### src/hw/rtl/udp_port_packet_filter_unit_macros.svh
// Assertion macros shared by the UDP port filter RTL.
`ifndef UDP_PORT_PACKET_FILTER_UNIT_MACROS_SVH
`define UDP_PORT_PACKET_FILTER_UNIT_MACROS_SVH

// Same-cycle implication, disabled while reset is asserted.
`define UDPF_ASSERT_NOW(name, clk, rst_n, ante, cons, msg) \
    name: assert property (@(posedge clk) disable iff (!rst_n) (ante) |-> (cons)) \
        else $error(msg);

// Next-cycle implication, disabled while reset is asserted.
`define UDPF_ASSERT_NEXT(name, clk, rst_n, ante, cons, msg) \
    name: assert property (@(posedge clk) disable iff (!rst_n) (ante) |=> (cons)) \
        else $error(msg);

`endif

### src/hw/rtl/udpf_pkg.sv
// Package with the word types and protocol constants of the UDP port filter.
`timescale 1ns / 1ps

package udpf_pkg;

    localparam int LEN_W = 16;

    localparam logic [15:0] ETH_HDR_BYTES  = 16'd14;
    localparam logic [15:0] IP_MIN_BYTES   = 16'd20;
    localparam logic [15:0] UDP_HDR_BYTES  = 16'd8;
    localparam logic [15:0] ETHERTYPE_IPV4 = 16'h0800;
    localparam logic [3:0]  IP_VERSION_4   = 4'd4;
    localparam logic [7:0]  PROTO_UDP      = 8'd17;

    localparam logic [15:0] OFF_DMAC_END   = 16'd6;
    localparam logic [15:0] OFF_SMAC_END   = 16'd12;
    localparam logic [15:0] OFF_ETYPE_END  = 16'd14;
    localparam logic [15:0] OFF_VER_IHL    = 16'd14;
    localparam logic [15:0] OFF_TLEN_HI    = 16'd16;
    localparam logic [15:0] OFF_TLEN_LO    = 16'd17;
    localparam logic [15:0] OFF_PROTO      = 16'd23;
    localparam logic [15:0] OFF_SIP        = 16'd26;
    localparam logic [15:0] OFF_DIP        = 16'd30;
    localparam logic [15:0] OFF_IP_END     = 16'd34;
    localparam logic [3:0]  IHL_MIN        = 4'd5;

    localparam logic [3:0] REASON_OK        = 4'd0;
    localparam logic [3:0] REASON_SHORT_ETH = 4'd1;
    localparam logic [3:0] REASON_NOT_IPV4  = 4'd2;
    localparam logic [3:0] REASON_SHORT_IP  = 4'd3;
    localparam logic [3:0] REASON_VERSION   = 4'd4;
    localparam logic [3:0] REASON_NOT_UDP   = 4'd5;
    localparam logic [3:0] REASON_IHL       = 4'd6;
    localparam logic [3:0] REASON_SHORT_UDP = 4'd7;
    localparam logic [3:0] REASON_PORT      = 4'd8;

    localparam logic [1:0] CFG_FILTER_MODE = 2'd0;
    localparam logic [1:0] CFG_CHAT_PORT   = 2'd1;
    localparam logic [1:0] CFG_DNS_PORT    = 2'd2;

    typedef struct packed {
        logic [7:0] frame_byte;
        logic       frame_last;
    } in_word_t;

    typedef struct packed {
        logic        accept;
        logic [3:0]  drop_reason;
        logic [11:0] frame_length;
        logic [47:0] dest_mac;
        logic [47:0] source_mac;
        logic [31:0] src_ip;
        logic [31:0] dest_ip;
        logic [15:0] source_udp_port;
        logic [15:0] dest_udp_port;
        logic [15:0] payload_bytes;
    } out_word_t;

    typedef struct packed {
        logic [LEN_W-1:0] frame_len;
        logic [47:0]      dest_mac;
        logic [47:0]      source_mac;
        logic [15:0]      ethertype;
        logic [7:0]       version_ihl;
        logic [15:0]      total_length;
        logic [7:0]       protocol;
        logic [31:0]      src_ip;
        logic [31:0]      dest_ip;
        logic [15:0]      src_port;
        logic [15:0]      dest_port;
    } hdr_rec_t;

endpackage

### src/hw/rtl/udpf_parser.sv
// Front end: counts frame bytes and captures the header fields of each frame.
`timescale 1ns / 1ps

module udpf_parser #(
    parameter int MAX_FRAME_BYTES = 2048
) (
    input  logic               clk,
    input  logic               rst_n,
    input  logic               in_valid,
    output logic               in_ready,
    input  udpf_pkg::in_word_t in_data,
    output logic               rec_valid,
    input  logic               rec_ready,
    output udpf_pkg::hdr_rec_t rec_data
);

    localparam int OFF_W = $clog2(MAX_FRAME_BYTES + 1);
    localparam logic [OFF_W-1:0] MAX_OFF = OFF_W'(MAX_FRAME_BYTES);

    logic [OFF_W-1:0] offset_reg, offset_next;
    logic [47:0] dmac_reg, dmac_next;
    logic [47:0] smac_reg, smac_next;
    logic [15:0] etype_reg, etype_next;
    logic [7:0]  ver_ihl_reg, ver_ihl_next;
    logic [15:0] tlen_reg, tlen_next;
    logic [7:0]  proto_reg, proto_next;
    logic [31:0] sip_reg, sip_next;
    logic [31:0] dip_reg, dip_next;
    logic [15:0] sport_reg, sport_next;
    logic [15:0] dport_reg, dport_next;

    logic        take;
    logic [15:0] off16;
    logic [15:0] port_base;
    logic [7:0]  b;

    assign in_ready  = rec_ready;
    assign take      = in_valid && in_ready;
    assign rec_valid = take && in_data.frame_last;
    assign b         = in_data.frame_byte;
    assign off16     = 16'(offset_reg);
    assign port_base = udpf_pkg::ETH_HDR_BYTES + 16'({ver_ihl_reg[3:0], 2'b00});

    always_comb
    begin
        offset_next  = offset_reg;
        dmac_next    = dmac_reg;
        smac_next    = smac_reg;
        etype_next   = etype_reg;
        ver_ihl_next = ver_ihl_reg;
        tlen_next    = tlen_reg;
        proto_next   = proto_reg;
        sip_next     = sip_reg;
        dip_next     = dip_reg;
        sport_next   = sport_reg;
        dport_next   = dport_reg;
        if (take && (offset_reg < MAX_OFF))
        begin
            offset_next = offset_reg + OFF_W'(1);
            if (off16 < udpf_pkg::OFF_DMAC_END)
            begin
                dmac_next = {dmac_reg[39:0], b};
            end
            else if (off16 < udpf_pkg::OFF_SMAC_END)
            begin
                smac_next = {smac_reg[39:0], b};
            end
            else if (off16 < udpf_pkg::OFF_ETYPE_END)
            begin
                etype_next = {etype_reg[7:0], b};
            end
            else if (off16 == udpf_pkg::OFF_VER_IHL)
            begin
                ver_ihl_next = b;
            end
            else if ((off16 == udpf_pkg::OFF_TLEN_HI) || (off16 == udpf_pkg::OFF_TLEN_LO))
            begin
                tlen_next = {tlen_reg[7:0], b};
            end
            else if (off16 == udpf_pkg::OFF_PROTO)
            begin
                proto_next = b;
            end
            else if ((off16 >= udpf_pkg::OFF_SIP) && (off16 < udpf_pkg::OFF_DIP))
            begin
                sip_next = {sip_reg[23:0], b};
            end
            else if ((off16 >= udpf_pkg::OFF_DIP) && (off16 < udpf_pkg::OFF_IP_END))
            begin
                dip_next = {dip_reg[23:0], b};
            end

            // The UDP header sits right after the IP header, whose size is in IHL.
            if (ver_ihl_reg[3:0] >= udpf_pkg::IHL_MIN)
            begin
                if ((off16 == port_base) || (off16 == port_base + 16'd1))
                begin
                    sport_next = {sport_reg[7:0], b};
                end
                else if ((off16 == port_base + 16'd2) || (off16 == port_base + 16'd3))
                begin
                    dport_next = {dport_reg[7:0], b};
                end
            end
        end
    end

    always_comb
    begin
        rec_data.frame_len    = udpf_pkg::LEN_W'(offset_next);
        rec_data.dest_mac     = dmac_next;
        rec_data.source_mac   = smac_next;
        rec_data.ethertype    = etype_next;
        rec_data.version_ihl  = ver_ihl_next;
        rec_data.total_length = tlen_next;
        rec_data.protocol     = proto_next;
        rec_data.src_ip       = sip_next;
        rec_data.dest_ip      = dip_next;
        rec_data.src_port     = sport_next;
        rec_data.dest_port    = dport_next;
    end

    always_ff @(posedge clk or negedge rst_n)
    begin
        if (!rst_n)
        begin
            offset_reg  <= '0;
            dmac_reg    <= '0;
            smac_reg    <= '0;
            etype_reg   <= '0;
            ver_ihl_reg <= '0;
            tlen_reg    <= '0;
            proto_reg   <= '0;
            sip_reg     <= '0;
            dip_reg     <= '0;
            sport_reg   <= '0;
            dport_reg   <= '0;
        end
        else if (rec_valid)
        begin
            // The last word of a frame hands its fields on and starts the next frame clean.
            offset_reg  <= '0;
            dmac_reg    <= '0;
            smac_reg    <= '0;
            etype_reg   <= '0;
            ver_ihl_reg <= '0;
            tlen_reg    <= '0;
            proto_reg   <= '0;
            sip_reg     <= '0;
            dip_reg     <= '0;
            sport_reg   <= '0;
            dport_reg   <= '0;
        end
        else
        begin
            offset_reg  <= offset_next;
            dmac_reg    <= dmac_next;
            smac_reg    <= smac_next;
            etype_reg   <= etype_next;
            ver_ihl_reg <= ver_ihl_next;
            tlen_reg    <= tlen_next;
            proto_reg   <= proto_next;
            sip_reg     <= sip_next;
            dip_reg     <= dip_next;
            sport_reg   <= sport_next;
            dport_reg   <= dport_next;
        end
    end

endmodule

### src/hw/rtl/udpf_queue.sv
// Two-entry queue of captured header records between the parser and the verdict stage.
`timescale 1ns / 1ps
`include "udp_port_packet_filter_unit_macros.svh"

module udpf_queue (
    input  logic               clk,
    input  logic               rst_n,
    input  logic               push_valid,
    output logic               push_ready,
    input  udpf_pkg::hdr_rec_t push_data,
    output logic               pop_valid,
    input  logic               pop_ready,
    output udpf_pkg::hdr_rec_t pop_data
);

    localparam int DEPTH = 2;
    localparam int PTR_W = $clog2(DEPTH);
    localparam int CNT_W = $clog2(DEPTH + 1);
    localparam logic [CNT_W-1:0] FULL_CNT = CNT_W'(DEPTH);

    udpf_pkg::hdr_rec_t mem [DEPTH];

    logic [PTR_W-1:0] wr_ptr_reg, wr_ptr_next;
    logic [PTR_W-1:0] rd_ptr_reg, rd_ptr_next;
    logic [CNT_W-1:0] count_reg, count_next;
    logic             push;
    logic             pop;

    assign push_ready = (count_reg != FULL_CNT);
    assign pop_valid  = (count_reg != '0);
    assign push       = push_valid && push_ready;
    assign pop        = pop_valid && pop_ready;
    assign pop_data   = mem[rd_ptr_reg];

    always_comb
    begin
        wr_ptr_next = push ? wr_ptr_reg + PTR_W'(1) : wr_ptr_reg;
        rd_ptr_next = pop ? rd_ptr_reg + PTR_W'(1) : rd_ptr_reg;
        count_next  = count_reg;
        if (push && !pop)
        begin
            count_next = count_reg + CNT_W'(1);
        end
        else if (pop && !push)
        begin
            count_next = count_reg - CNT_W'(1);
        end
    end

    always_ff @(posedge clk)
    begin
        if (push)
        begin
            mem[wr_ptr_reg] <= push_data;
        end
    end

    always_ff @(posedge clk or negedge rst_n)
    begin
        if (!rst_n)
        begin
            wr_ptr_reg <= '0;
            rd_ptr_reg <= '0;
            count_reg  <= '0;
        end
        else
        begin
            wr_ptr_reg <= wr_ptr_next;
            rd_ptr_reg <= rd_ptr_next;
            count_reg  <= count_next;
        end
    end

    `UDPF_ASSERT_NOW(a_count_bound, clk, rst_n, 1'b1, count_reg <= FULL_CNT, "queue count overflow")
    `UDPF_ASSERT_NEXT(a_push_only_grows, clk, rst_n, push && !pop, count_reg == $past(count_reg) + CNT_W'(1), "queue count did not follow a push")

endmodule

### src/hw/rtl/udpf_verdict.sv
// Back end: checks one header record, forms the verdict and holds it in the output register.
`timescale 1ns / 1ps
`include "udp_port_packet_filter_unit_macros.svh"

module udpf_verdict (
    input  logic                clk,
    input  logic                rst_n,
    input  logic                rec_valid,
    output logic                rec_ready,
    input  udpf_pkg::hdr_rec_t  rec_data,
    input  logic [15:0]         match_port,
    output logic                out_valid,
    input  logic                out_ready,
    output udpf_pkg::out_word_t out_data
);

    logic                out_valid_reg, out_valid_next;
    udpf_pkg::out_word_t out_data_reg, out_data_next;

    logic [15:0] hdr_bytes;
    logic [15:0] udp_need;
    logic [15:0] ip_udp_bytes;
    logic [15:0] payload;
    logic [3:0]  reason;
    logic        load;

    assign rec_ready = !out_valid_reg || out_ready;
    assign load      = rec_valid && rec_ready;
    assign out_valid = out_valid_reg;
    assign out_data  = out_data_reg;

    assign hdr_bytes    = 16'({rec_data.version_ihl[3:0], 2'b00});
    assign udp_need     = udpf_pkg::ETH_HDR_BYTES + hdr_bytes + udpf_pkg::UDP_HDR_BYTES;
    assign ip_udp_bytes = hdr_bytes + udpf_pkg::UDP_HDR_BYTES;
    assign payload      = (rec_data.total_length > ip_udp_bytes)
                        ? rec_data.total_length - ip_udp_bytes : 16'd0;

    always_comb
    begin
        if (rec_data.frame_len < udpf_pkg::ETH_HDR_BYTES)
        begin
            reason = udpf_pkg::REASON_SHORT_ETH;
        end
        else if (rec_data.ethertype != udpf_pkg::ETHERTYPE_IPV4)
        begin
            reason = udpf_pkg::REASON_NOT_IPV4;
        end
        else if (rec_data.frame_len < udpf_pkg::OFF_IP_END)
        begin
            reason = udpf_pkg::REASON_SHORT_IP;
        end
        else if (rec_data.version_ihl[7:4] != udpf_pkg::IP_VERSION_4)
        begin
            reason = udpf_pkg::REASON_VERSION;
        end
        else if (rec_data.protocol != udpf_pkg::PROTO_UDP)
        begin
            reason = udpf_pkg::REASON_NOT_UDP;
        end
        else if (hdr_bytes < udpf_pkg::IP_MIN_BYTES)
        begin
            reason = udpf_pkg::REASON_IHL;
        end
        else if (rec_data.frame_len < udp_need)
        begin
            reason = udpf_pkg::REASON_SHORT_UDP;
        end
        else if ((rec_data.src_port != match_port) && (rec_data.dest_port != match_port))
        begin
            reason = udpf_pkg::REASON_PORT;
        end
        else
        begin
            reason = udpf_pkg::REASON_OK;
        end
    end

    always_comb
    begin
        out_valid_next = out_valid_reg;
        out_data_next  = out_data_reg;
        if (load)
        begin
            out_valid_next             = 1'b1;
            out_data_next              = '0;
            out_data_next.accept       = (reason == udpf_pkg::REASON_OK);
            out_data_next.drop_reason  = reason;
            out_data_next.frame_length = rec_data.frame_len[11:0];
            // A dropped frame reports only its reason and length.
            if (reason == udpf_pkg::REASON_OK)
            begin
                out_data_next.dest_mac        = rec_data.dest_mac;
                out_data_next.source_mac      = rec_data.source_mac;
                out_data_next.src_ip          = rec_data.src_ip;
                out_data_next.dest_ip         = rec_data.dest_ip;
                out_data_next.source_udp_port = rec_data.src_port;
                out_data_next.dest_udp_port   = rec_data.dest_port;
                out_data_next.payload_bytes   = payload;
            end
        end
        else if (out_ready)
        begin
            out_valid_next = 1'b0;
        end
    end

    always_ff @(posedge clk or negedge rst_n)
    begin
        if (!rst_n)
        begin
            out_valid_reg <= 1'b0;
        end
        else
        begin
            out_valid_reg <= out_valid_next;
        end
    end

    always_ff @(posedge clk)
    begin
        out_data_reg <= out_data_next;
    end

    `UDPF_ASSERT_NOW(a_accept_reason, clk, rst_n, out_valid_reg, out_data_reg.accept == (out_data_reg.drop_reason == udpf_pkg::REASON_OK), "accept flag disagrees with reason")
    `UDPF_ASSERT_NOW(a_drop_clears, clk, rst_n, out_valid_reg && !out_data_reg.accept, (out_data_reg.dest_mac == '0) && (out_data_reg.payload_bytes == '0), "dropped frame carries header fields")
    `UDPF_ASSERT_NEXT(a_load_shows, clk, rst_n, load, out_valid_reg, "loaded verdict not presented")

endmodule

### src/hw/rtl/udp_port_packet_filter_unit.sv
// Top level of the UDP port filter: configuration registers, parser, record queue and verdict stage.
`timescale 1ns / 1ps

// Frame words enter one per cycle unless the input is stalled, and the parser captures the
// header fields as the bytes pass, with no gap needed between frames. The last word of a
// frame hands a header record to a two-entry queue, and the verdict stage turns one record
// per cycle, unless its output is stalled, into a result word in its output register. The
// input stalls only when the queue is full, that is, when two header records wait behind a
// verdict held by a stalled output. Configuration is written through its own channel, which
// is always ready, and takes effect on the next verdict.
module udp_port_packet_filter_unit #(
    parameter int MAX_FRAME_BYTES = 2048
) (
    input  logic                clk,
    input  logic                rst_n,
    input  logic                in_valid,
    output logic                in_ready,
    input  udpf_pkg::in_word_t  in_data,
    output logic                out_valid,
    input  logic                out_ready,
    output udpf_pkg::out_word_t out_data,
    input  logic                cfg_valid,
    output logic                cfg_ready,
    input  logic [1:0]          cfg_index,
    input  logic [15:0]         cfg_data
);

    logic        filter_mode_reg, filter_mode_next;
    logic [15:0] chat_port_reg, chat_port_next;
    logic [15:0] dns_port_reg, dns_port_next;
    logic [15:0] match_port;

    logic               pq_valid;
    logic               pq_ready;
    udpf_pkg::hdr_rec_t pq_data;
    logic               qv_valid;
    logic               qv_ready;
    udpf_pkg::hdr_rec_t qv_data;

    assign cfg_ready  = 1'b1;
    assign match_port = filter_mode_reg ? dns_port_reg : chat_port_reg;

    always_comb
    begin
        filter_mode_next = filter_mode_reg;
        chat_port_next   = chat_port_reg;
        dns_port_next    = dns_port_reg;
        if (cfg_valid && cfg_ready)
        begin
            unique case (cfg_index)
                udpf_pkg::CFG_FILTER_MODE: filter_mode_next = cfg_data[0];
                udpf_pkg::CFG_CHAT_PORT:   chat_port_next   = cfg_data;
                udpf_pkg::CFG_DNS_PORT:    dns_port_next    = cfg_data;
                default:                   ;
            endcase
        end
    end

    always_ff @(posedge clk or negedge rst_n)
    begin
        if (!rst_n)
        begin
            filter_mode_reg <= 1'b1;
            chat_port_reg   <= 16'd0;
            dns_port_reg    <= 16'd53;
        end
        else
        begin
            filter_mode_reg <= filter_mode_next;
            chat_port_reg   <= chat_port_next;
            dns_port_reg    <= dns_port_next;
        end
    end

    udpf_parser #(
        .MAX_FRAME_BYTES (MAX_FRAME_BYTES)
    ) u_parser (
        .clk       (clk),
        .rst_n     (rst_n),
        .in_valid  (in_valid),
        .in_ready  (in_ready),
        .in_data   (in_data),
        .rec_valid (pq_valid),
        .rec_ready (pq_ready),
        .rec_data  (pq_data)
    );

    udpf_queue u_queue (
        .clk        (clk),
        .rst_n      (rst_n),
        .push_valid (pq_valid),
        .push_ready (pq_ready),
        .push_data  (pq_data),
        .pop_valid  (qv_valid),
        .pop_ready  (qv_ready),
        .pop_data   (qv_data)
    );

    udpf_verdict u_verdict (
        .clk        (clk),
        .rst_n      (rst_n),
        .rec_valid  (qv_valid),
        .rec_ready  (qv_ready),
        .rec_data   (qv_data),
        .match_port (match_port),
        .out_valid  (out_valid),
        .out_ready  (out_ready),
        .out_data   (out_data)
    );

endmodule
### config.mk
export PLATFORM = sky130hd
export DESIGN_NAME = udp_port_packet_filter_unit
export DESIGN_NICKNAME = d
export VERILOG_FILES = /design/src/hw/rtl/udpf_pkg.sv /design/src/hw/rtl/udpf_parser.sv /design/src/hw/rtl/udpf_queue.sv /design/src/hw/rtl/udpf_verdict.sv /design/src/hw/rtl/udp_port_packet_filter_unit.sv
export VERILOG_INCLUDE_DIRS = /design/src /design/src/hw/rtl
export SDC_FILE = /design/constraint.sdc
export NUM_CORES = 1
export LEC_CHECK = 0
export BUFFER_PORTS_ARGS = -buffer_cell sky130_fd_sc_hd__clkbuf_2
export CAP_MARGIN = 20
export CORE_UTILIZATION = 60
export CTS_CLUSTER_SIZE = 14
export DETAILED_ROUTE_END_ITERATION = 12
export PLACE_DENSITY = 0.78
export SETUP_SLACK_MARGIN = 0.15
export SYNTH_ARGS = -nofsm -noshare
export SYNTH_HDL_FRONTEND = slang
export SYNTH_SLANG_ARGS = --single-unit
### constraint.sdc
create_clock -name clk -period 14.45 [get_ports clk]
set_input_delay 2.89 -clock clk [delete_from_list [all_inputs] [get_ports clk]]
set_output_delay 2.89 -clock clk [all_outputs]
set_load 0.02 [all_outputs]
==> flow_summary.toml <==
[synthesis]
synth_edf_count = 729
synth_cell_types = 65
yosysWarnings = 0
synthFlopType = "edfxtp_1"
seq_area_frac_synth = 0.716
netlist_instances = 2715
synth.avg_cell_area_um2 = 15.0
synth_area_um2 = 40700
ys_ff_latch = 1019
syn_nets = 2770
async_flop_share = 0.285

[timing]
fin_crit_ns = 6.23
fmax_mhz = 160
finalCritPeriodShare = 0.431
relSlewSlack = 0.178
slew_viol_final = 0
worst_pin_slew_ns = 1.23
rsz0062_at_grt = "false"
finalClockSkew_ns = 0.0159
whs_ns = 0.506
setup_violations = 0
finalSetupTns_ns = 0
finalHoldViolations = 0

[worst_setup_path]
path_class = "in -> reg"
cp-end-kind = "register"
crit_fanout = 72
reg2reg_depth = 18
required_ns = 14.70
cp-start-kind = "input pin"
arrival_ns = 6.48
critical_path.startpoint = "in_valid"
r2r-start = "u_queue.rd_ptr_reg$_DFFE_PN0P_"

[global_route]
grt_max_degree = 154
grt_overflow = 0
grt_pass1_vias = 22600
grt_pass1_wl_um = 126000
antenna_found_initial = 2
grt.total_usage = 0.236

[clock_network]
clock-root-buffer = "clkbuf_16"
cts_tree = "yes"
post-cts-setup-buffers = 0
clk_pin_slew_worst_paths_ns = 0.06
cts_buffers = 97
clock-sinks = 1019
htree_num_levels = 3
cts_buffer_depth = 3
cts_resized = 0
hold_buffers = 0
clock_latency_ns = 0.64

[route]
drc_errors = 0
num_vias = 22100
wirelength_um = 81200
wl_per_cell_um = 20.7
met2WireLength_um = 42600
highest-signal-layer = "met5"
met1_length_um = 32500
vias_per_cell = 5.64
drt-pass1-iter-count = 7
postRouteAntennaNets = 0
drt-initial-drc-count = 2003
met3WireLength_um = 3950

[cells_and_area]
utilization = 0.685
fillers = 4309
drive_gt1_frac = 0.238
layout.nets = 3020
area_growth_pct = 13.0
largest_reg_flops = 504
antennaDiodeCount = 0

[outcome]
status = "finished, final reports clean"

[die]
die-area_um2 = 68900
ioPinCount = 260
die_h_um = 262
die_w_um = 262
core_um2 = 67200
initial_utilization = 0.606
rows = 95

[placement]
io_buffers = 258
place_congestion = 0.871
dp_hpwl_um = 50100

[pwr]
powerDensity_nw_per_um2 = 182
p_leak_nw = 18.9
ir_drop_uv = 145

[hold_path]
min-delay-start = "chat_port_reg[1]$_DFFE_PN0P_"
hp-class = "reg -> reg"
hold-path-cell-count = 1

[flow_run]
maxCapViolCount = 0
[placed cells by master, fill, tap and decap left out, types with 9 or more instances in the layout]
cell	instances
edfxtp_1	729
nand2_1	407
dfrtp_1	284
clkbuf_2	257
mux2i_1	219
mux2_2	153
a21oi_1	144
nor2_1	134
and2_1	125
clkbuf_16	102
nor2_4	101
xnor2_1	53
ha_1	22
xor2_1	19
clkinv_2	19
clkbuf_1	19
inv_1	18
buf_4	18
nor4_1	17
nor3_1	16
clkinv_1	14
nand4_1	13
bufinv_16	12
o21ai_0	11
mux2_4	10
clkbuf_8	10
a211oi_1	9
[critical path, stage by stage]
cell	delay (ns)
clkbuf_2	0.11
inv_1	0.09
nor2_1	0.18
nand2_2	0.10
inv_4	0.41
and2_4	0.90
buf_4	0.85
buf_4	0.87
[final timing paths]
| check | end | slack (ns) |
|---|---|---|
| max | u_queue.mem[1][227]$_DFFE_PP_ | 8.22 |
| min | chat_port_reg[1]$_DFFE_PN0P_ | 0.51 |
| max reg2reg | u_verdict.out_data[62]$_SDFFCE_PP0P_ | 8.58 |
| min reg2reg | chat_port_reg[1]$_DFFE_PN0P_ | 0.51 |
| max in group asynchronous | u_parser.dmac_reg[27]$_DFF_PN0_ | 10.72 |
| min in group asynchronous | dns_port_reg[6]$_DFFE_PN0P_ | 2.27 |
[per-stage QoR]
stage / total power, mW / setup WS, ns / cell area, um^2 / cells
after floorplan: 5.33 / 3.97 / 40700 / 2715
after global placement: 5.78 / 7.56 / 42600 / 3735
after detailed placement: 5.84 / 7.48 / 42600 / 3735
after CTS: 8.44 / 8.14 / 45900 / 3917
after global routing: 8.71 / 7.92 / 46000 / 3921
final: 8.39 / 8.22 / 46000 / 3921
[cell families (layout without fill, tap and decap cells)]
logic type / count (synthesis) / after routing / share of synthesized area
AOI/OAI and AO/OA: 186 / 186 / 0.0249
xor gates and xnor gates: 72 / 72 / 0.0155
adders and majority gates: 23 / 23 / 0.00725
buffers and inverters: 152 / 485 / 0.0205
DFF: 1019 / 1019 / 0.716
muxes: 384 / 384 / 0.100
other: 1 / 1 / 0.0000921
and+or+nand+nor: 878 / 878 / 0.115
[routing by layer]
metal | GRT usage | vias up
li1 | - | 10200
met1 | 0.303 | 11100
met2 | 0.414 | 632
met3 | 0.0334 | 123
met4 | 0.0830 | 2
met5 | 0 | -
[cells in the mapped netlist, types with 13 or more instances]
library cell | number | area share
inv_1 | 19 | 0.0018
nor4_1 | 18 | 0.0028
and2_1 | 126 | 0.019
xnor2_1 | 53 | 0.011
mux2_2 | 153 | 0.042
ha_1 | 22 | 0.0068
nand2_1 | 408 | 0.038
buf_2 | 14 | 0.0017
clkbuf_1 | 85 | 0.0078
mux2i_1 | 219 | 0.054
nor2_4 | 100 | 0.028
xor2_1 | 19 | 0.0041
dfrtp_1 | 285 | 0.18
a21oi_1 | 144 | 0.018
nand4_1 | 13 | 0.0020
nor2_1 | 135 | 0.012
nor3_1 | 17 | 0.0021
edfxtp_1 | 729 | 0.54
[where the power goes]
| part | switching, mW | total [mW] | internal, mW |
|---|---|---|---|
| sequential | 0.218 | 3.95 | 3.73 |
| clock | 1.05 | 2.60 | 1.55 |
| combinational | 1.26 | 1.84 | 0.582 |
[cell type report]
| type | count | area [um^2] | area share |
|---|---|---|---|
| Sequential cell | 1019 | 29200 | 0.634 |
| Multi-Input combinational cell | 1544 | 10800 | 0.234 |
| Clock buffer | 131 | 2760 | 0.0600 |
| Timing Repair Buffer | 283 | 1590 | 0.0346 |
| Tap cell | 873 | 1090 | 0.0237 |
| Clock inverter | 51 | 556 | 0.0121 |
| Inverter | 20 | 85.1 | 0.00185 |
Power figures use the tool's default switching activity.
